<file path="config.mk">
export PLATFORM = sky130hd
export DESIGN_NAME = dpi_mac
export DESIGN_NICKNAME = d
export VERILOG_FILES = /design/src/hw/rtl/dpi_pkg.sv /design/src/hw/rtl/dpi_mac.sv
export SDC_FILE = /design/constraint.sdc
export NUM_CORES = 2
export LEC_CHECK = 0
export ABC_CLOCK_PERIOD_IN_PS = 15800
export BUFFER_PORTS_ARGS = -buffer_cell sky130_fd_sc_hd__buf_2
export CAP_MARGIN = 40
export CORE_AREA = 2 2 316 318
export DETAILED_ROUTE_END_ITERATION = 8
export DIE_AREA = 0 0 318 320
export GPL_ROUTABILITY_DRIVEN = 0
export PLACE_DENSITY_LB_ADDON = 0.1
export SLEW_MARGIN = 20
export SYNTH_ARGS = -nofsm -noshare
export SYNTH_HDL_FRONTEND = slang
export SYNTH_SLANG_ARGS = --single-unit
</file>
<file path="constraint.sdc">
create_clock -name clock -period 15.8 [get_ports clock]
set_input_delay 3.16 -clock clock [delete_from_list [all_inputs] [get_ports clock]]
set_output_delay 3.16 -clock clock [all_outputs]
set_load 0.005 [all_outputs]
</file>
<file path="src/hw/rtl/dpi_pkg.sv">
`timescale 1ns / 1ps
// ---------------------------------------------------------------------------
// dpi_pkg: shared types and constants of the damped particle integrator
// Word layouts, command codes, register indexes and reset values.
// ---------------------------------------------------------------------------
package dpi_pkg;

   // fixed point widths
   localparam int QW       = 32;
   localparam int TsW      = 16;
   localparam int DampW    = 17;
   localparam int FracW    = 16;
   localparam int MulW     = QW + 1;
   localparam int ProdW    = 2 * MulW;
   localparam int SumW     = ProdW - FracW + 1;
   localparam int CsrIdxW  = 3;
   localparam int AxisN    = 3;
   localparam int AxisW    = $clog2(AxisN);

   // command codes of an input word
   typedef enum logic [1:0] {
      CMD_FORCE    = 2'd0,
      CMD_STEP     = 2'd1,
      CMD_LOAD_POS = 2'd2,
      CMD_LOAD_VEL = 2'd3
   } cmd_type;

   // register indexes
   localparam logic [CsrIdxW-1:0] CSR_TIME_STEP = 3'd0;
   localparam logic [CsrIdxW-1:0] CSR_DAMPING   = 3'd1;
   localparam logic [CsrIdxW-1:0] CSR_INV_MASS  = 3'd2;
   localparam logic [CsrIdxW-1:0] CSR_ACCEL_X   = 3'd3;
   localparam logic [CsrIdxW-1:0] CSR_ACCEL_Y   = 3'd4;
   localparam logic [CsrIdxW-1:0] CSR_ACCEL_Z   = 3'd5;

   // register reset values
   localparam logic [TsW-1:0]          RST_TIME_STEP = 16'd1092;
   localparam logic [DampW-1:0]        RST_DAMPING   = 17'd65535;
   localparam logic [QW-1:0]           RST_INV_MASS  = 32'd0;
   localparam logic signed [QW-1:0]    RST_ACCEL_X   = 32'sd0;
   localparam logic signed [QW-1:0]    RST_ACCEL_Y   = -32'sd655360;
   localparam logic signed [QW-1:0]    RST_ACCEL_Z   = 32'sd0;

   // one in q16.16, used to pass a value through the multiplier unchanged
   localparam logic signed [MulW-1:0]  ONE_Q16 = 33'sd65536;

   typedef struct packed {
      cmd_type                 cmd;
      logic signed [QW-1:0]    vec_x;
      logic signed [QW-1:0]    vec_y;
      logic signed [QW-1:0]    vec_z;
   } req_type;

   typedef struct packed {
      logic signed [QW-1:0]    pos_x;
      logic signed [QW-1:0]    pos_y;
      logic signed [QW-1:0]    pos_z;
      logic signed [QW-1:0]    vel_x;
      logic signed [QW-1:0]    vel_y;
      logic signed [QW-1:0]    vel_z;
      logic                    frozen;
      logic                    saturated;
   } rsp_type;

   typedef struct packed {
      logic [TsW-1:0]          time_step;
      logic [DampW-1:0]        damping_per_step;
      logic [QW-1:0]           inverse_mass;
      logic signed [QW-1:0]    base_accel_x;
      logic signed [QW-1:0]    base_accel_y;
      logic signed [QW-1:0]    base_accel_z;
   } cfg_type;

endpackage

</file>
<file path="src/hw/rtl/dpi_mac.sv">
`timescale 1ns / 1ps
// ---------------------------------------------------------------------------
// dpi_mac: shared multiply, shift and saturating add unit
// The product a*b is registered; clamp(floor(p / 2^16) + addend) is formed from that register.
// ---------------------------------------------------------------------------
module dpi_mac import dpi_pkg::*; (
   input  logic                   clock,
   input  logic                   mul_en,
   input  logic signed [MulW-1:0] mul_a,
   input  logic signed [MulW-1:0] mul_b,
   input  logic signed [QW-1:0]   addend,
   output logic signed [QW-1:0]   result,
   output logic                   clamped
);

   logic signed [ProdW-1:0] product_ff, product_in;
   logic signed [SumW-1:0]  sum;
   logic                    over_hi, over_lo;

   assign product_in = mul_a * mul_b;

   // product register, payload only
   always_ff @(posedge clock) begin
      if (mul_en) begin
         product_ff <= product_in;
      end
   end

   // arithmetic shift is floor, then add with sign extension
   assign sum = signed'({product_ff[ProdW-1], product_ff[ProdW-1:FracW]})
              + signed'({{(SumW-QW){addend[QW-1]}}, addend});

   // out of range when the bits above the q16.16 sign disagree with it
   assign over_hi = !sum[SumW-1] && (|sum[SumW-2:QW-1]);
   assign over_lo = sum[SumW-1] && !(&sum[SumW-2:QW-1]);
   assign clamped = over_hi || over_lo;

   always_comb begin
      if (over_hi) begin
         result = {1'b0, {(QW-1){1'b1}}};
      end else if (over_lo) begin
         result = {1'b1, {(QW-1){1'b0}}};
      end else begin
         result = sum[QW-1:0];
      end
   end

endmodule

</file>
Word-level counts from Yosys, hierarchy flattened
Cells that the tools add are included.
W data, S select, Z words.

operators by class
  $add $sub $neg = 1
  multipliers = 1
  muxes and demuxes = 2
  reductions and logical operators = 7

operators by type and width
  operator             count
  $mul A33 B33 Y66     1
  $mux W32             2
  $add A50 B32 Y51     1
  $reduce_and A19 Y1   1
  $reduce_or A19 Y1    1
  $logic_and A1 B1 Y1  2
  $logic_not A1 Y1     2
  $logic_or A1 B1 Y1   1

word-level totals
  register bits after elaboration = 66
  input bits = 100
  output and inout bits = 33
  word-level logic and storage cells = 12

Longest topological paths before layout
  depth after elaboration = 6
  depth in mapped cells = 29
  depth with buffers taken out = 28

Worst setup path after synthesis
OpenSTA, ideal clock, no wires.

  kind = input -> register
  start point = input mul_a[32]
  end point = register product_ff[64] (data pin)
  library setup time = 0.258 ns
  arrival = 10.470 ns
  required time = 15.542 ns
  setup slack = 5.072 ns
  stages = 24
  buffers on the path = 1
  cells stage by stage = clkbuf_1 nand2_1 inv_1 fa_1 fa_1 fa_1 fa_1 fa_1 fa_1 fa_1 inv_1 fa_1 inv_1 ha_1 a21o_1 a21o_1 a21oi_1 a21boi_0 o21ai_0 a31oi_1 a221oi_1 o21bai_1 a21oi_1 xnor2_1

on the way
  word-level cells in the longest chain between the ends = 1

ends and longest elaborated chain
  element                 RTL line       source
  start: declaration      dpi_mac.sv:9   input logic signed [MulW-1:0] mul_a,
  $mul A33 B33 Y66        dpi_mac.sv:20  assign product_in = mul_a * mul_b;
  via product_in[64]      dpi_mac.sv:16  logic signed [ProdW-1:0] product_ff, product_in;
  end signal: assignment  dpi_mac.sv:25  product_ff <= product_in;
  end: declaration        dpi_mac.sv:16

The timed path passes the listed nets, and every way through them passes these cells.
A chain may end at the register's enable or synchronous reset.

Worst setup path in the final report
  start point = input mul_b[9]
  end point = register product_ff[64] (data pin)

on the way
  word-level cells in the longest chain between the ends = 1

ends and longest elaborated chain
  element             RTL line       source
  start: declaration  dpi_mac.sv:10  input logic signed [MulW-1:0] mul_b,
  $mul A33 B33 Y66    dpi_mac.sv:20
  via product_in[64]  dpi_mac.sv:16

The timed path passes the listed nets, and every way through them passes these cells.

==> qor.yml <==
min_from: "mul_en"
min-delay-path-class: "input pin to flip-flop"
clkTransAtPathRegs_ns: 0.07
worst_slew_pin_slew_ns: 0.927
place_ws_ns: 3.95
synth_flop_cell: "edfxtp_1"
netlist_top_cells_area: "fa_1, inv_1, and2_1"
timing.final.crit_share_pct: 73.7
rows: 115
drt_iter0_markers: 1934
utilization_pct: 47.1
synth_fp_nets: 6312
yosysUniqueCellTypes: 77
yosysWarnings: 0
avgViaCountPerCell: 5.24
synth-compound-area-share_pct: 5.98
core_sq_mm: 0.0980
drc: 0
synth_top_area_cell: "fa_1"
start_util_pct: 44.8
firstDrtPassIters: 5
status: "complete, no violations"
grt.total_usage_pct: 26.1
grt_max_degree: 34
synth_xor_xnor_area_share_pct: 2.00
hpwlAfterDp_mm: 103
synth_cells: 4805
first_global_vias: 33900
cts_hold_buffers: 0
largest_reg_flops: 50
path_max_fanout: 33
synth_top_area_share_pct: 52.3
drive_above_1_share_pct: 5.33
drt_wl_total_mm: 129
clockBufferDepth: 2
postCtsSetupBuffers: 0
antenna_found_initial: 2
async_flop_share_pct: 0
required_ns: 15.86
synth.avg_cell_area_sq_um: 9.13
detail-route-antenna-nets: 0
synth-simple-area-share_pct: 16.6
syn2layout_area_growth_pct: 5.32
cts-root-buf: "clkbuf_16"
layout.cells.most_common_list: "inv_1, fa_1, nand2_1"
cp-start-kind: "input pin"
synth_top_family_by_area: "adder cells"
yosysSeqAreaShare_pct: 3.42
io_pins: 133
cp.arrival_ns: 11.70
reg_top3: "product_ff x50"
cts_sinks: 50
max_freq_mhz: 85.9
min_to: "product_ff[16]"
synth_adder_area_share_pct: 59.7
grt_first_pass_wirelength_mm: 204
setup_ws_ns: 4.16
criticalPathCategory: "input pin to flip-flop"
fin_crit_ns: 11.64
top_register: "product_ff"
grt_overflow_total: 0
slew_violations: 0
synth_edf_count: 50
synthMuxAreaShare_pct: 0.0228
die_w_um: 318
via_count: 31700
whs_path_depth: 1
portBuffers: 132
die_area_sq_mm: 0.102
final_common_cell: "inv_1"
syn_area_sq_mm: 0.0439
hold_viol_final: 0
cts_resized: 0
nets: 6270
cts_tree: "built"
maxCapViolCount: 0
die_h_um: 320
htreeDepth: 2
setup.worst_path.end_class: "flip-flop"
finalSetupTns_ns: 0
setup_viol: 0
timing.slew.headroom_pct: 38.2
synth_seq_cells: 50
cts_made_buffers: 5
rsz0062_at_grt: "false"
wl_per_cell_um: 21.3
-- per-layer routing --
metal  wire, um  global-route usage [%]  part of all wire [%]  up-vias
met3       8530                    3.53                   6.6       78
met1      62800                    40.2                    49    16600
li1           -                       -                     -    14100
met4       1610                    3.53                   1.2        0
met5          0                       0                     0        -
met2      55800                    39.9                    43      961
-- cell type report --
cell class / instances / area (sq um)
Tap cell: 1287 / 1610
Clock inverter: 3 / 21.3
Antenna cell: 2 / 5.00
Timing Repair Buffer: 193 / 1500
Inverter: 1184 / 4440
Fill cell: 9594 / 51800
Multi-Input combinational cell: 3329 / 37000
Sequential cell: 50 / 1500
Clock buffer: 5 / 125
-- Yosys cell counts, types with 3 or more instances --
cell         n
a211oi_1    17
a211oi_2     3
a21boi_0     6
a21o_1      38
a21o_2       3
a21oi_1    112
a221oi_1     4
a22oi_1      3
a31o_2       3
a31oi_1      4
and2_1     527
and3_1      14
buf_2        5
buf_6        3
clkbuf_1   230
edfxtp_1    50
fa_1      1145
ha_1       262
inv_1     1183
nand2_1    637
nand2b_1    14
nand3_1     27
nand4_1     51
nand4b_1    17
nor2_1      94
nor2b_1     11
nor3_1      28
nor3b_1      3
nor4_1       8
o211ai_1     8
o211ai_2    16
o21a_1      10
o21ai_0     61
o21ai_1      8
o21bai_1    14
o221ai_1     9
o221ai_2     8
o31ai_1      9
or2_2        4
or3_1        5
or4_1        4
xnor2_1     68
xor2_1      32
-- logic make-up (layout without fill, tap and decap cells) --
kind of cell               after synthesis  in the layout
other                                    0              2
xor gates and xnor gates               100            100
muxes                                    1              1
AOI/OAI and AO/OA                      369            369
DFF                                     50             50
buffers and inverters                 1426           1385
adders and majority gates             1407           1407
and+or+nand+nor                       1452           1452
-- metrics by stage --
step / cell area [sq um] / instances / hold slack, ns
after CTS: 46000 / 6044 / 3.34
after floorplan: 43900 / 4805 / 3.27
final: 46200 / 6053 / 3.33
after global placement: 45400 / 6014 / 3.88
after global routing: 46200 / 6051 / 3.37
after detailed placement: 45900 / 6036 / 3.66
-- critical path: stages --
cell and delay, ns:
buf_2 0.69, nand2_1 0.29, fa_1 0.70, fa_1 0.96, inv_1 0.12, fa_1 1.02
inv_1 0.14, fa_1 0.51, fa_1 0.57, fa_1 0.43, fa_1 0.46, fa_1 0.48
inv_1 0.04, ha_1 0.34, a21o_1 0.20, a21oi_1 0.25, o21ai_0 0.16, a21oi_1 0.16
o21ai_0 0.08, a221oi_1 0.46, o21bai_1 0.16, a21oi_1 0.20, xnor2_1 0.08
-- worst max-delay path by stage --
stage / end / cells past startpoint / startpoint / slack (ns)
6_report: product_ff[64] / 23 / mul_b[9] / 4.16
5_1_grt: product_ff[64] / 23 / mul_b[9] / 3.81
4_1_cts: product_ff[64] / 23 / mul_b[9] / 4.25
3_5_place_dp: product_ff[64] / 23 / mul_b[9] / 3.95
3_3_place_gp: product_ff[64] / 26 / mul_b[7] / 3.94
2_1_floorplan: product_ff[64] / 24 / mul_a[32] / 5.07
Power is not shown: default switching activity piles up to over one toggle a cycle in this logic, so the estimate is an artifact.
