$ cat src/hw/rtl/dpi_pkg.sv
`timescale 1ns / 1ps
// ---------------------------------------------------------------------------
// dpi_pkg: shared types and constants of the damped particle integrator
// Word layouts, command codes, register indexes and reset values.
// ---------------------------------------------------------------------------
package dpi_pkg;

   // fixed point widths
   localparam int QW       = 32;
   localparam int TsW      = 16;
   localparam int DampW    = 17;
   localparam int FracW    = 16;
   localparam int MulW     = QW + 1;
   localparam int ProdW    = 2 * MulW;
   localparam int SumW     = ProdW - FracW + 1;
   localparam int CsrIdxW  = 3;
   localparam int AxisN    = 3;
   localparam int AxisW    = $clog2(AxisN);

   // command codes of an input word
   typedef enum logic [1:0] {
      CMD_FORCE    = 2'd0,
      CMD_STEP     = 2'd1,
      CMD_LOAD_POS = 2'd2,
      CMD_LOAD_VEL = 2'd3
   } cmd_type;

   // register indexes
   localparam logic [CsrIdxW-1:0] CSR_TIME_STEP = 3'd0;
   localparam logic [CsrIdxW-1:0] CSR_DAMPING   = 3'd1;
   localparam logic [CsrIdxW-1:0] CSR_INV_MASS  = 3'd2;
   localparam logic [CsrIdxW-1:0] CSR_ACCEL_X   = 3'd3;
   localparam logic [CsrIdxW-1:0] CSR_ACCEL_Y   = 3'd4;
   localparam logic [CsrIdxW-1:0] CSR_ACCEL_Z   = 3'd5;

   // register reset values
   localparam logic [TsW-1:0]          RST_TIME_STEP = 16'd1092;
   localparam logic [DampW-1:0]        RST_DAMPING   = 17'd65535;
   localparam logic [QW-1:0]           RST_INV_MASS  = 32'd0;
   localparam logic signed [QW-1:0]    RST_ACCEL_X   = 32'sd0;
   localparam logic signed [QW-1:0]    RST_ACCEL_Y   = -32'sd655360;
   localparam logic signed [QW-1:0]    RST_ACCEL_Z   = 32'sd0;

   // one in q16.16, used to pass a value through the multiplier unchanged
   localparam logic signed [MulW-1:0]  ONE_Q16 = 33'sd65536;

   typedef struct packed {
      cmd_type                 cmd;
      logic signed [QW-1:0]    vec_x;
      logic signed [QW-1:0]    vec_y;
      logic signed [QW-1:0]    vec_z;
   } req_type;

   typedef struct packed {
      logic signed [QW-1:0]    pos_x;
      logic signed [QW-1:0]    pos_y;
      logic signed [QW-1:0]    pos_z;
      logic signed [QW-1:0]    vel_x;
      logic signed [QW-1:0]    vel_y;
      logic signed [QW-1:0]    vel_z;
      logic                    frozen;
      logic                    saturated;
   } rsp_type;

   typedef struct packed {
      logic [TsW-1:0]          time_step;
      logic [DampW-1:0]        damping_per_step;
      logic [QW-1:0]           inverse_mass;
      logic signed [QW-1:0]    base_accel_x;
      logic signed [QW-1:0]    base_accel_y;
      logic signed [QW-1:0]    base_accel_z;
   } cfg_type;

endpackage

$ cat src/hw/rtl/dpi_csr.sv
`timescale 1ns / 1ps
// ---------------------------------------------------------------------------
// dpi_csr: configuration registers
// Holds step, damping, inverse mass and base acceleration; always ready.
// ---------------------------------------------------------------------------
module dpi_csr import dpi_pkg::*; (
   input  logic                clock,
   input  logic                reset,
   input  logic                csr_valid,
   output logic                csr_ready,
   input  logic [CsrIdxW-1:0]  csr_index,
   input  logic [QW-1:0]       csr_wdata,
   output cfg_type             cfg
);

   cfg_type cfg_ff, cfg_in;

   assign csr_ready = 1'b1;
   assign cfg       = cfg_ff;

   // register decode, unknown indexes are dropped
   always_comb begin
      cfg_in = cfg_ff;
      if (csr_valid) begin
         unique case (csr_index)
            CSR_TIME_STEP: cfg_in.time_step        = csr_wdata[TsW-1:0];
            CSR_DAMPING:   cfg_in.damping_per_step = csr_wdata[DampW-1:0];
            CSR_INV_MASS:  cfg_in.inverse_mass     = csr_wdata;
            CSR_ACCEL_X:   cfg_in.base_accel_x     = signed'(csr_wdata);
            CSR_ACCEL_Y:   cfg_in.base_accel_y     = signed'(csr_wdata);
            CSR_ACCEL_Z:   cfg_in.base_accel_z     = signed'(csr_wdata);
            default:       cfg_in = cfg_ff;
         endcase
      end
   end

   always_ff @(posedge clock) begin
      if (reset) begin
         cfg_ff.time_step        <= RST_TIME_STEP;
         cfg_ff.damping_per_step <= RST_DAMPING;
         cfg_ff.inverse_mass     <= RST_INV_MASS;
         cfg_ff.base_accel_x     <= RST_ACCEL_X;
         cfg_ff.base_accel_y     <= RST_ACCEL_Y;
         cfg_ff.base_accel_z     <= RST_ACCEL_Z;
      end else begin
         cfg_ff <= cfg_in;
      end
   end

endmodule

$ cat config.mk
export PLATFORM = sky130hd
export DESIGN_NAME = dpi_csr
export DESIGN_NICKNAME = d
export VERILOG_FILES = /design/src/hw/rtl/dpi_pkg.sv /design/src/hw/rtl/dpi_csr.sv
export SDC_FILE = /design/constraint.sdc
export NUM_CORES = 1
export LEC_CHECK = 0
export ABC_AREA = 1
export BUFFER_PORTS_ARGS = -buffer_cell sky130_fd_sc_hd__buf_2
export CAP_MARGIN = 20
export CELL_PAD_IN_SITES_DETAIL_PLACEMENT = 1
export CELL_PAD_IN_SITES_GLOBAL_PLACEMENT = 2
export CORE_ASPECT_RATIO = 0.5
export CORE_UTILIZATION = 29
export CTS_BUF_LIST = sky130_fd_sc_hd__clkbuf_4 sky130_fd_sc_hd__clkbuf_8 sky130_fd_sc_hd__clkbuf_16
export DETAILED_ROUTE_END_ITERATION = 12
export HOLD_SLACK_MARGIN = 0.12
export PLACE_DENSITY_LB_ADDON = 0.1
export SLEW_MARGIN = 5
export SYNTH_ARGS = -nofsm -noshare
export SYNTH_HDL_FRONTEND = slang
export SYNTH_SLANG_ARGS = --single-unit
export TNS_END_PERCENT = 1
$ cat constraint.sdc
create_clock -name clock -period 2.6 [get_ports clock]
set_input_delay 0.26 -clock clock [delete_from_list [all_inputs] [get_ports clock]]
set_output_delay 0.26 -clock clock [all_outputs]
set_load 0.01 [all_outputs]
Word-level counts from Yosys, hierarchy flattened
Cells that the tools add are included.
{"block": "op_classes", "n_eq_ne": 5, "n_reduce_logical": 7}
{"operator": "2-bit AND reduction", "count": 6}
{"operator": "3-bit by 2-bit == test with 1-bit output (second input constant)", "count": 2}
{"operator": "3-bit == test (second input constant)", "count": 2}
{"operator": "3-bit by 1-bit == test with 1-bit output (second input constant)", "count": 1}
{"operator": "3-bit zero test", "count": 1}
{"block": "word_totals", "register_bits": 161, "elab_cells": 18}

Longest topological paths before layout
Gate-level depths: netlist of run 1.
{"block": "logic_depth", "word_depth": 2, "mapped_depth": 7, "ltp_nobuf": 5}

Worst setup path after synthesis of run 1
No wires, ideal clock.
{"block": "synth_timing", "path_type": "input-to-reg", "startpoint": "input csr_index[1]", "endpoint": "register cfg_ff (netlist bit cfg[53])", "setup_time_ns": 0.130, "arrival_time_ns": 0.912, "required_time_ns": 2.470, "setup_slack_ns": 1.558, "stages": 5, "path_buffers": 1, "path_cell_list": "nor2_1 -> nand2_1 -> buf_2 -> nand2_1 -> nand3_1"}
{"block": "synth_via", "elab_chain_len": 2}
{"element": "from (decl)", "line": "dpi_csr.sv:11", "rtl": "input logic [CsrIdxW-1:0] csr_index,"}
{"element": "3-bit == test", "line": "dpi_csr.sv:25", "rtl": "unique case (csr_index)"}
{"element": "2-bit AND reduction (no source line)"}
{"element": "to (signal assigned)", "line": "dpi_csr.sv:46", "rtl": "cfg_ff <= cfg_in;"}
{"element": "to (decl)", "line": "dpi_csr.sv:16", "rtl": "cfg_type cfg_ff, cfg_in;"}
Every way passes these cells.
A chain may end at the register's enable or synchronous reset.

Worst setup path after layout of run 1
{"block": "layout_timing", "startpoint": "input csr_index[2]", "endpoint": "register cfg_ff (netlist bit cfg[62])"}
The elaborated chain is that of the path after synthesis.

==> results of run 1 <==
per-stage QoR:
| stage | util (%) | cell area, um2 | total power, uW |
|---|---|---|---|
| floorplan | - | 6281 | 2996 |
| global route | 40.34 | 8422 | 6291 |
| global placement | 35.76 | 7466 | 3236 |
| finish | 40.34 | 8422 | 6034 |
| CTS | 40.34 | 8422 | 6127 |
| detailed placement | 35.76 | 7466 | 3245 |
cells by family (layout without fill, tap and decap cells):
family / Yosys count / after routing / synth area share [%]
simple gates: 630 / 630 / 41.49
flops: 161 / 161 / 51.31
buf+inv: 98 / 309 / 7.131
other cells: 1 / 1 / 0.05970
cells in the final DEF, fill, tap and decap left out, drive strengths merged:
cell type    synthesis  final
bufinv               0      5
nand2              203    203
dlygate4sd3          0     30
nand3              161    161
conb                 1      1
clkbuf               8     21
clkinvlp             0      1
inv                 39     39
buf                 51    209
clkinv               0      4
dfxtp              161    161
nor2               266    266
synthesized netlist by cell type (3+ instances only):
library cell,number
nor2_1,257
nand2_1,202
dfxtp_1,161
nand3_1,161
inv_1,33
buf_2,28
buf_4,12
buf_1,11
clkbuf_1,8
inv_2,6
nor2_2,6
nor2_4,3
final cells by class:
cell class	instances	area, um2	share of cell area (%)
Clock buffer	21	474.2	5.631
Clock inverter	10	181.4	2.154
Inverter	39	148.9	1.768
Multi-Input combinational cell	631	2618	31.08
Sequential cell	161	3223	38.27
Tap cell	292	365.4	4.338
Timing Repair Buffer	239	1411	16.76
worst max-delay path by stage:
stage / end / cells past startpoint
floorplan: cfg[53]$_SDFFE_PP1P_ / 5
global placement: cfg[58]$_SDFFE_PP1P_ / 6
detailed placement: cfg[62]$_SDFFE_PP1P_ / 6
CTS: cfg[62]$_SDFFE_PP1P_ / 6
global route: cfg[53]$_SDFFE_PP1P_ / 6
finish: cfg[62]$_SDFFE_PP1P_ / 6
worst max-delay path, cell delays in order:
cell and delay (ns):
buf_2 0.13, nand2_1 0.15, inv_2 0.39, nand2_1 0.43, nand2_1 0.17, nand3_1 0.09
per-layer routing:
layer | part of all wire [%] | routed length (um) | global-route usage, % | up-vias
met5 | 0 | 0 | 0 | -
met4 | 1.1 | 257 | 6.621 | 0
met3 | 5.0 | 1119 | 5.495 | 19
met2 | 46 | 10420 | 33.75 | 114
met1 | 48 | 10730 | 27.06 | 2987
li1 | - | - | - | 3154
power by group through the flow:
| stage | combinational, uW | clock (uW) | sequential [uW] |
|---|---|---|---|
| 2_1_floorplan | 304 | 0 | 2690 |
| 3_3_place_gp | 580 | 0 | 2660 |
| 3_5_place_dp | 586 | 0 | 2660 |
| 4_1_cts | 622 | 2900 | 2600 |
| 5_1_grt | 684 | 3000 | 2610 |
| 6_report | 614 | 2820 | 2600 |
==> results.yml, run 1 <==
outcome:
  outcome: "finished clean"
sta:
  hold_slack_ns: 0.2238
  setup_viol: 0
  min_period_ns: 1.316
  fmaxAchievable_mhz: 760.1
  fin_worst_skew_ns: 0
  rsz0062_at_grt: "no"
  drv_slew: 0
  relSlewSlack_pct: 41.35
  hold_viol: 0
  tns_ns: 0
  fin_crit_sh_pct: 50.60
  setup_ws_ns: 1.284
  worst_slew_pin_slew_ns: 0.8777
pwr:
  irDropWorstVdd_v: 0.0004069
  power_frac_comb_pct: 10.2
  intPower_uw: 4556
  sequentialPowerShare_pct: 43.1
  p_leak_uw: 0.004120
  switching_share_pct: 24.50
  pwr-share-clk_pct: 46.7
  power.density_nw_per_um2: 716.5
  switchingPower_uw: 1478
cts:
  cts_tree: "done"
  post_cts_buffers: 0
  cts_made_buffers: 17
  clockRootBuffer: "clkbuf_16"
  clk_path_buf_depth: 2
  clock_latency_ns: 0.43
  cts_sinks: 161
  ctsResizeCount: 0
  htree_levels: 4
  holdBufCountCts: 30
  clk_pin_slew_ns: 0.06
die:
  dieArea_um2: 22290
  core_area_um2: 20880
  initial_core_util_pct: 30.08
  die_w_um: 210.1
  ios: 200
  rows: 37
  die_h_um: 106.1
worst_setup_path:
  cp_max_fo: 26
  cp.arrival_ns: 1.62
  cp-end-kind: "register"
  rr_endpoint: "cfg[20]$_SDFFE_PP0P_"
  reg2reg_slack_ns: 1.98
  reg2reg_from: "cfg[20]$_SDFFE_PP0P_"
  cp.required_ns: 2.90
  worst_setup_path_start_kind: "primary input"
  path_class: "in2reg"
  r2r.worst_path.cells: 2
  critical_path.startpoint: "csr_index[2]"
final_layout:
  areaGrowthSynthToFinish_pct: 34.08
  nets: 1127
  drive_above_1_share_pct: 23.34
  finalNonFillerCells: 1393
  fillerInstances: 2649
  largest_reg_flops: 161
  diodes: 0
grt:
  gr-total-overflow: 0
  grt_pass1_vias: 6237
  antenna_found_initial: 0
  track_usage_pct: 20.86
  grt_max_degree: 80
  grt_pass1_wl_um: 35230
min_path:
  min_path_cells: 5
  hold_class: "in2reg"
  hold_path.startpoint: "csr_wdata[19]"
  hold_end: "cfg[19]$_SDFFE_PP0P_"
synthesis:
  avgSynthCellArea_um2: 7.057
  synth_ff_type: "dfxtp_1"
  synthCells: 890
  synth_area_leaders: "dfxtp_1, nor2_1, nand3_1"
  syn_area_um2: 6281
  yosys.area.top_type_share_pct: 51.31
  synth-edff-count: 0
  yosysSeqAreaShare_pct: 51.31
  synthArstFlopShare_pct: 0
  synth-seq-cells: 161
  yosysUniqueCellTypes: 14
  synth.largest_area_cell: "dfxtp_1"
  synth_nets: 928
  ys.warnings.count: 0
place:
  portBuffers: 198
  dp_slack_ns: 0.8246
  hpwl_um: 15600
  place_inst: 1332
  routabilityCongestion: 0.7483
run:
  cap_violations: 0
routing:
  drc: 0
  wl_per_cell_um: 16.17
  finalWirelength_um: 22530
  ant_nets: 0
  drt-initial-drc-count: 252
  num_vias: 6274
  viasPerCell: 4.504
  drt-pass1-iter-count: 4
Note: power is estimated with default switching activity, not from simulation.
==> run 2: changes to the inputs <==
CORE_UTILIZATION = 27   (was 29)
clock period = 1.37 ns   (was 2.6 ns; I/O delays follow)
==> run 2 against run 1 <==
  * Sequential power increased by 90%
  * Global-route usage about the same
  * Final area increased by 2.7%
  * Clock skew unchanged
  * Sequential cell count unchanged
  * Clock-buffer cell count increased by 2
  * Routed wire length increased by 5.2%
  * Worst hold slack improved by 0.035 ns
  * Setup slack got worse by 1.1 ns
  * Largest cell class unchanged
==> results.yml, run 2 (synthesis results as in run 1) <==
sta:
  drv_slew: 0
  worst_slew_pin_slew_ns: 0.5199
  tns_ns: 0
  setup_viol: 0
  fin_worst_skew_ns: 0
  relSlewSlack_pct: 65.26
  hold_viol: 0
  min_period_ns: 1.231
  fin_crit_sh_pct: 89.88
  fmaxAchievable_mhz: 812.1
  rsz0062_at_grt: "no"
routing:
  wl_per_cell_um: 16.60
  drt-pass1-iter-count: 4
  viasPerCell: 4.498
  drt-initial-drc-count: 356
  ant_nets: 0
  drc: 0
  num_vias: 6423
  finalWirelength_um: 23710
final_layout:
  nets: 1146
  layout_commonest_cell: "nor2_1"
  finalNonFillerCells: 1428
  fillerInstances: 2881
  areaGrowthSynthToFinish_pct: 37.75
  drive_above_1_share_pct: 24.35
  largest_reg_flops: 161
  final_cell_mix: "nor2_1, nand2_1, buf_2"
  diodes: 0
place:
  routabilityCongestion: 0.8119
  hpwl_um: 16550
  place_inst: 1361
  portBuffers: 198
cts:
  clockRootBuffer: "clkbuf_16"
  cts_tree: "done"
  clk_pin_slew_ns: 0.06
  htree_levels: 4
  clock_latency_ns: 0.44
  cts_made_buffers: 17
  clk_path_buf_depth: 2
  cts_sinks: 161
die:
  core_area_um2: 22840
  die_h_um: 109.9
  initial_core_util_pct: 27.50
  ios: 200
  rows: 39
  dieArea_um2: 23910
  die_w_um: 217.7
pwr:
  pwr-share-clk_pct: 43.1
  p_leak_uw: 0.004212
  sequentialPowerShare_pct: 45.4
  switchingPower_uw: 2846
  power_frac_comb_pct: 11.5
  switching_share_pct: 26.12
  irDropWorstVdd_v: 0.0005803
  intPower_uw: 8050
  power.density_nw_per_um2: 1259
grt:
  grt_pass1_vias: 6478
  grt_pass1_wl_um: 37060
  antenna_found_initial: 0
  gr-total-overflow: 0
  grt_max_degree: 48
  track_usage_pct: 20.82
min_path:
  hold_class: "in2reg"
worst_setup_path:
  cp_max_fo: 47
  cp.arrival_ns: 1.56
  path_buf_inv: 3
  slowest_stage: "dlygate4sd3_1"
  path_delay_family: "buffers and inverters"
  cp.required_ns: 1.70
  cpPeakStageDelay_ns: 0.59
  worst_setup_path_start_kind: "primary input"
  cp_cell_sequence: "buf_2, dlygate4sd3_1, nor2_4, buf_12, nand3_1, nand2_1, nor2_1"
  cp-end-kind: "register"
  path_class: "in2reg"
outcome:
  outcome: "finished clean"
run:
  cap_violations: 0
## run 2: timing repair
| item | CTS | global route |
|---|---|---|
| hold buffers | 34 | 0 |
| gates resized for setup | 0 | 0 |
| hold endpoints to repair | 85 | 0 |
| setup buffers | 0 | 1 |
| setup endpoints to repair | 0 | 13 |
## run 2: layout make-up
type / instances / area [um2] / share of cell area (%)
clock buffer: 23 / 495.5 / 5.727
clock inverter: 9 / 81.33 / 0.9400
inverter: 39 / 148.9 / 1.721
tap: 307 / 384.1 / 4.440
timing repair buffer: 258 / 1702 / 19.67
multi-input combinational: 631 / 2618 / 30.25
sequential: 161 / 3223 / 37.25
## run 2: metal layers
layer  vias up  wire length, um  track usage, %
met1      3061            11120           26.44
li1       3205                -               -
met4         0              382           7.545
met3        23             1031           4.758
met2       134            11170           34.76
met5         -                0               0
## run 2: stage by stage
stage	power (uW)	setup WS (ns)	utilization, %	cell area [um2]	hold slack (ns)
5_1_grt	11430	0.05139	37.89	8652	0.2743
4_1_cts	11070	0.09501	37.85	8645	0.1385
3_5_place_dp	6247	0.06244	33.84	7727	0.3626
2_1_floorplan	5686	0.4515	-	6281	0.2502
3_3_place_gp	6225	0.1213	33.84	7727	0.3553
6_report	10900	0.1387	37.89	8652	0.2593
## run 2: power by group through the flow
stage | Combinational (uW) | Clock [uW] | Sequential (uW)
final | 1260 | 4700 | 4940
after detailed placement | 1200 | 0 | 5050
after global routing | 1410 | 5060 | 4960
after global placement | 1180 | 0 | 5040
after floorplan | 578 | 0 | 5110
after CTS | 1280 | 4850 | 4950
## run 2: path summary, 6_finish.rpt
check | start | to | slack, ns | cells after the start
max | csr_index[2] | cfg[70]$_SDFFE_PP0P_ | 0.14 | 7
min | csr_index[2] | cfg[42]$_SDFFE_PP0P_ | 0.26 | 5
max reg2reg | cfg[2]$_SDFFE_PP0P_ | cfg[2]$_SDFFE_PP0P_ | 0.76 | 2
min reg2reg | cfg[151]$_SDFFE_PP1P_ | cfg[151]$_SDFFE_PP1P_ | 0.47 | 2
## run 2: worst reg2reg max path, stage by stage, from the launching register on
cell,delay (ns)
dfxtp_1,0.35
nor2_1,0.12
nor2_1,0.05
==> run 3: changes to the inputs <==
REMOVE_ABC_BUFFERS = 1   (was not set)
==> run 3 against run 2 <==
  * Core utilization is 0.35 points higher
  * Critical path depth is 2 lower
  * Largest power group unchanged
  * Worst hold slack worse by 0.037 ns
  * Clock skew stayed put
==> results.yml, run 3 (synthesis results as in run 1) <==
worst_setup_path:
  r2r.worst_path.cells: 3
  reg2reg_from: "cfg[129]$_SDFFE_PP1P_"
  rr_endpoint: "cfg[129]$_SDFFE_PP1P_"
  path_common_cell: "dlygate4sd3_1"
  reg2reg_slack_ns: 0.26
  cp.arrival_ns: 1.62
  slowest_stage: "dlygate4sd3_1"
  cp_max_fo: 16
  path_class: "in2reg"
  cp-end-kind: "register"
  cpPeakStageDelay_ns: 0.56
  cp.required_ns: 1.69
  cp_cell_sequence: "dlygate4sd3_1, buf_2, inv_6, nand3_1, dlygate4sd3_1"
  worst_setup_path_start_kind: "primary input"
die:
  initial_core_util_pct: 27.50
  dieArea_um2: 23910
  ios: 200
  core_area_um2: 22840
  die_w_um: 217.7
  die_h_um: 109.9
  rows: 39
cts:
  clk_path_buf_depth: 2
  clock_latency_ns: 0.44
  clk_pin_slew_ns: 0.06
  clockRootBuffer: "clkbuf_16"
  htree_levels: 4
  cts_made_buffers: 17
  cts_tree: "done"
  post_cts_buffers: 0
  cts_sinks: 161
final_layout:
  largest_reg_flops: 161
  nets: 1157
  drive_above_1_share_pct: 25.00
  fin_util_pct: 38.23
  final_cell_mix: "nor2_1, nand2_1, buf_2"
  layout_commonest_cell: "nor2_1"
  areaGrowthSynthToFinish_pct: 39.00
  diodes: 0
min_path:
  min_path_cells: 5
  hold_class: "in2reg"
  hold_end: "cfg[42]$_SDFFE_PP0P_"
  hold_path.startpoint: "csr_index[1]"
pwr:
  p_leak_uw: 0.004263
  irDropWorstVdd_v: 0.0006522
  power.density_nw_per_um2: 1269
  power_uw: 11080
place:
  hpwl_um: 16130
  portBuffers: 198
  dp_slack_ns: 0.1405
  routabilityCongestion: 0.7393
sta:
  fmaxAchievable_mhz: 769.4
  fin_crit_sh_pct: 94.87
  setup_ws_ns: 0.07031
  fin_worst_skew_ns: 0
  min_period_ns: 1.300
  drv_slew: 0
  hold_viol: 0
  rsz0062_at_grt: "no"
  setup_viol: 0
  hold_slack_ns: 0.2226
grt:
  antenna_found_initial: 0
  track_usage_pct: 20.25
  grt_max_degree: 58
  grt_pass1_vias: 6268
  grt_pass1_wl_um: 36090
  gr-total-overflow: 0
run:
  cap_violations: 0
routing:
  drc: 0
  drt-pass1-iter-count: 4
  num_vias: 6454
  wl_per_cell_um: 16.49
  finalWirelength_um: 23730
  viasPerCell: 4.485
  ant_nets: 0
  drt-initial-drc-count: 288
outcome:
  outcome: "finished clean"
-- run 3: worst max-delay path by stage --
stage,start,slack [ns],end
2_1_floorplan,csr_index[1],-0.70,cfg[49]$_SDFFE_PP1P_
3_3_place_gp,csr_index[1],0.18,cfg[54]$_SDFFE_PP1P_
3_5_place_dp,csr_index[1],0.14,cfg[52]$_SDFFE_PP1P_
4_1_cts,reset,0.06,cfg[140]$_SDFFE_PP1P_
5_1_grt,reset,0.04,cfg[129]$_SDFFE_PP1P_
6_report,reset,0.07,cfg[129]$_SDFFE_PP1P_
-- run 3: where the power goes --
group	leakage (uW)	internal (uW)	switching [uW]
registers	0.00131	4850	88.5
logic	0.00265	484	768
clock network	0.000300	2910	1980
total	0.00426	8240	2840
-- run 3: repair_timing --
item | in CTS | in global routing
hold buffers | 35 | 0
endpoints found under the hold margin | 144 | 0
setup endpoints to repair | 0 | 1
gates resized for setup | 0 | 1
-- run 3: layout make-up --
class | count | area (um2)
clock inverter | 6 | 80.08
fill | 2909 | 14110
sequential | 161 | 3223
inverter | 39 | 151.4
timing repair buffer | 269 | 1749
multi-input combinational | 631 | 2638
clock buffer | 26 | 505.5
tap | 307 | 384.1
-- run 3: metrics by stage --
stage                     cell area, um2  TNS (ns)  std cells
after floorplan                     5979    -54.17        831
after global placement              7792         0       1372
after detailed placement            7792         0       1372
after CTS                           8728         0       1439
after global routing                8731         0       1439
final                               8731         0       1439
-- run 3: layer usage --
layer  vias up  global-route usage [%]  wire, um
met5         -                       0         0
met4         0                   4.125       226
met3        21                   6.141      1040
met2       111                   32.96     11010
met1      3102                   26.47     11460
li1       3220                       -         -
-- run 3: critical path: cells and delay by family --
family	cells	cell delay, ns
buf+inv	4	1.40
simple gates	1	0.09
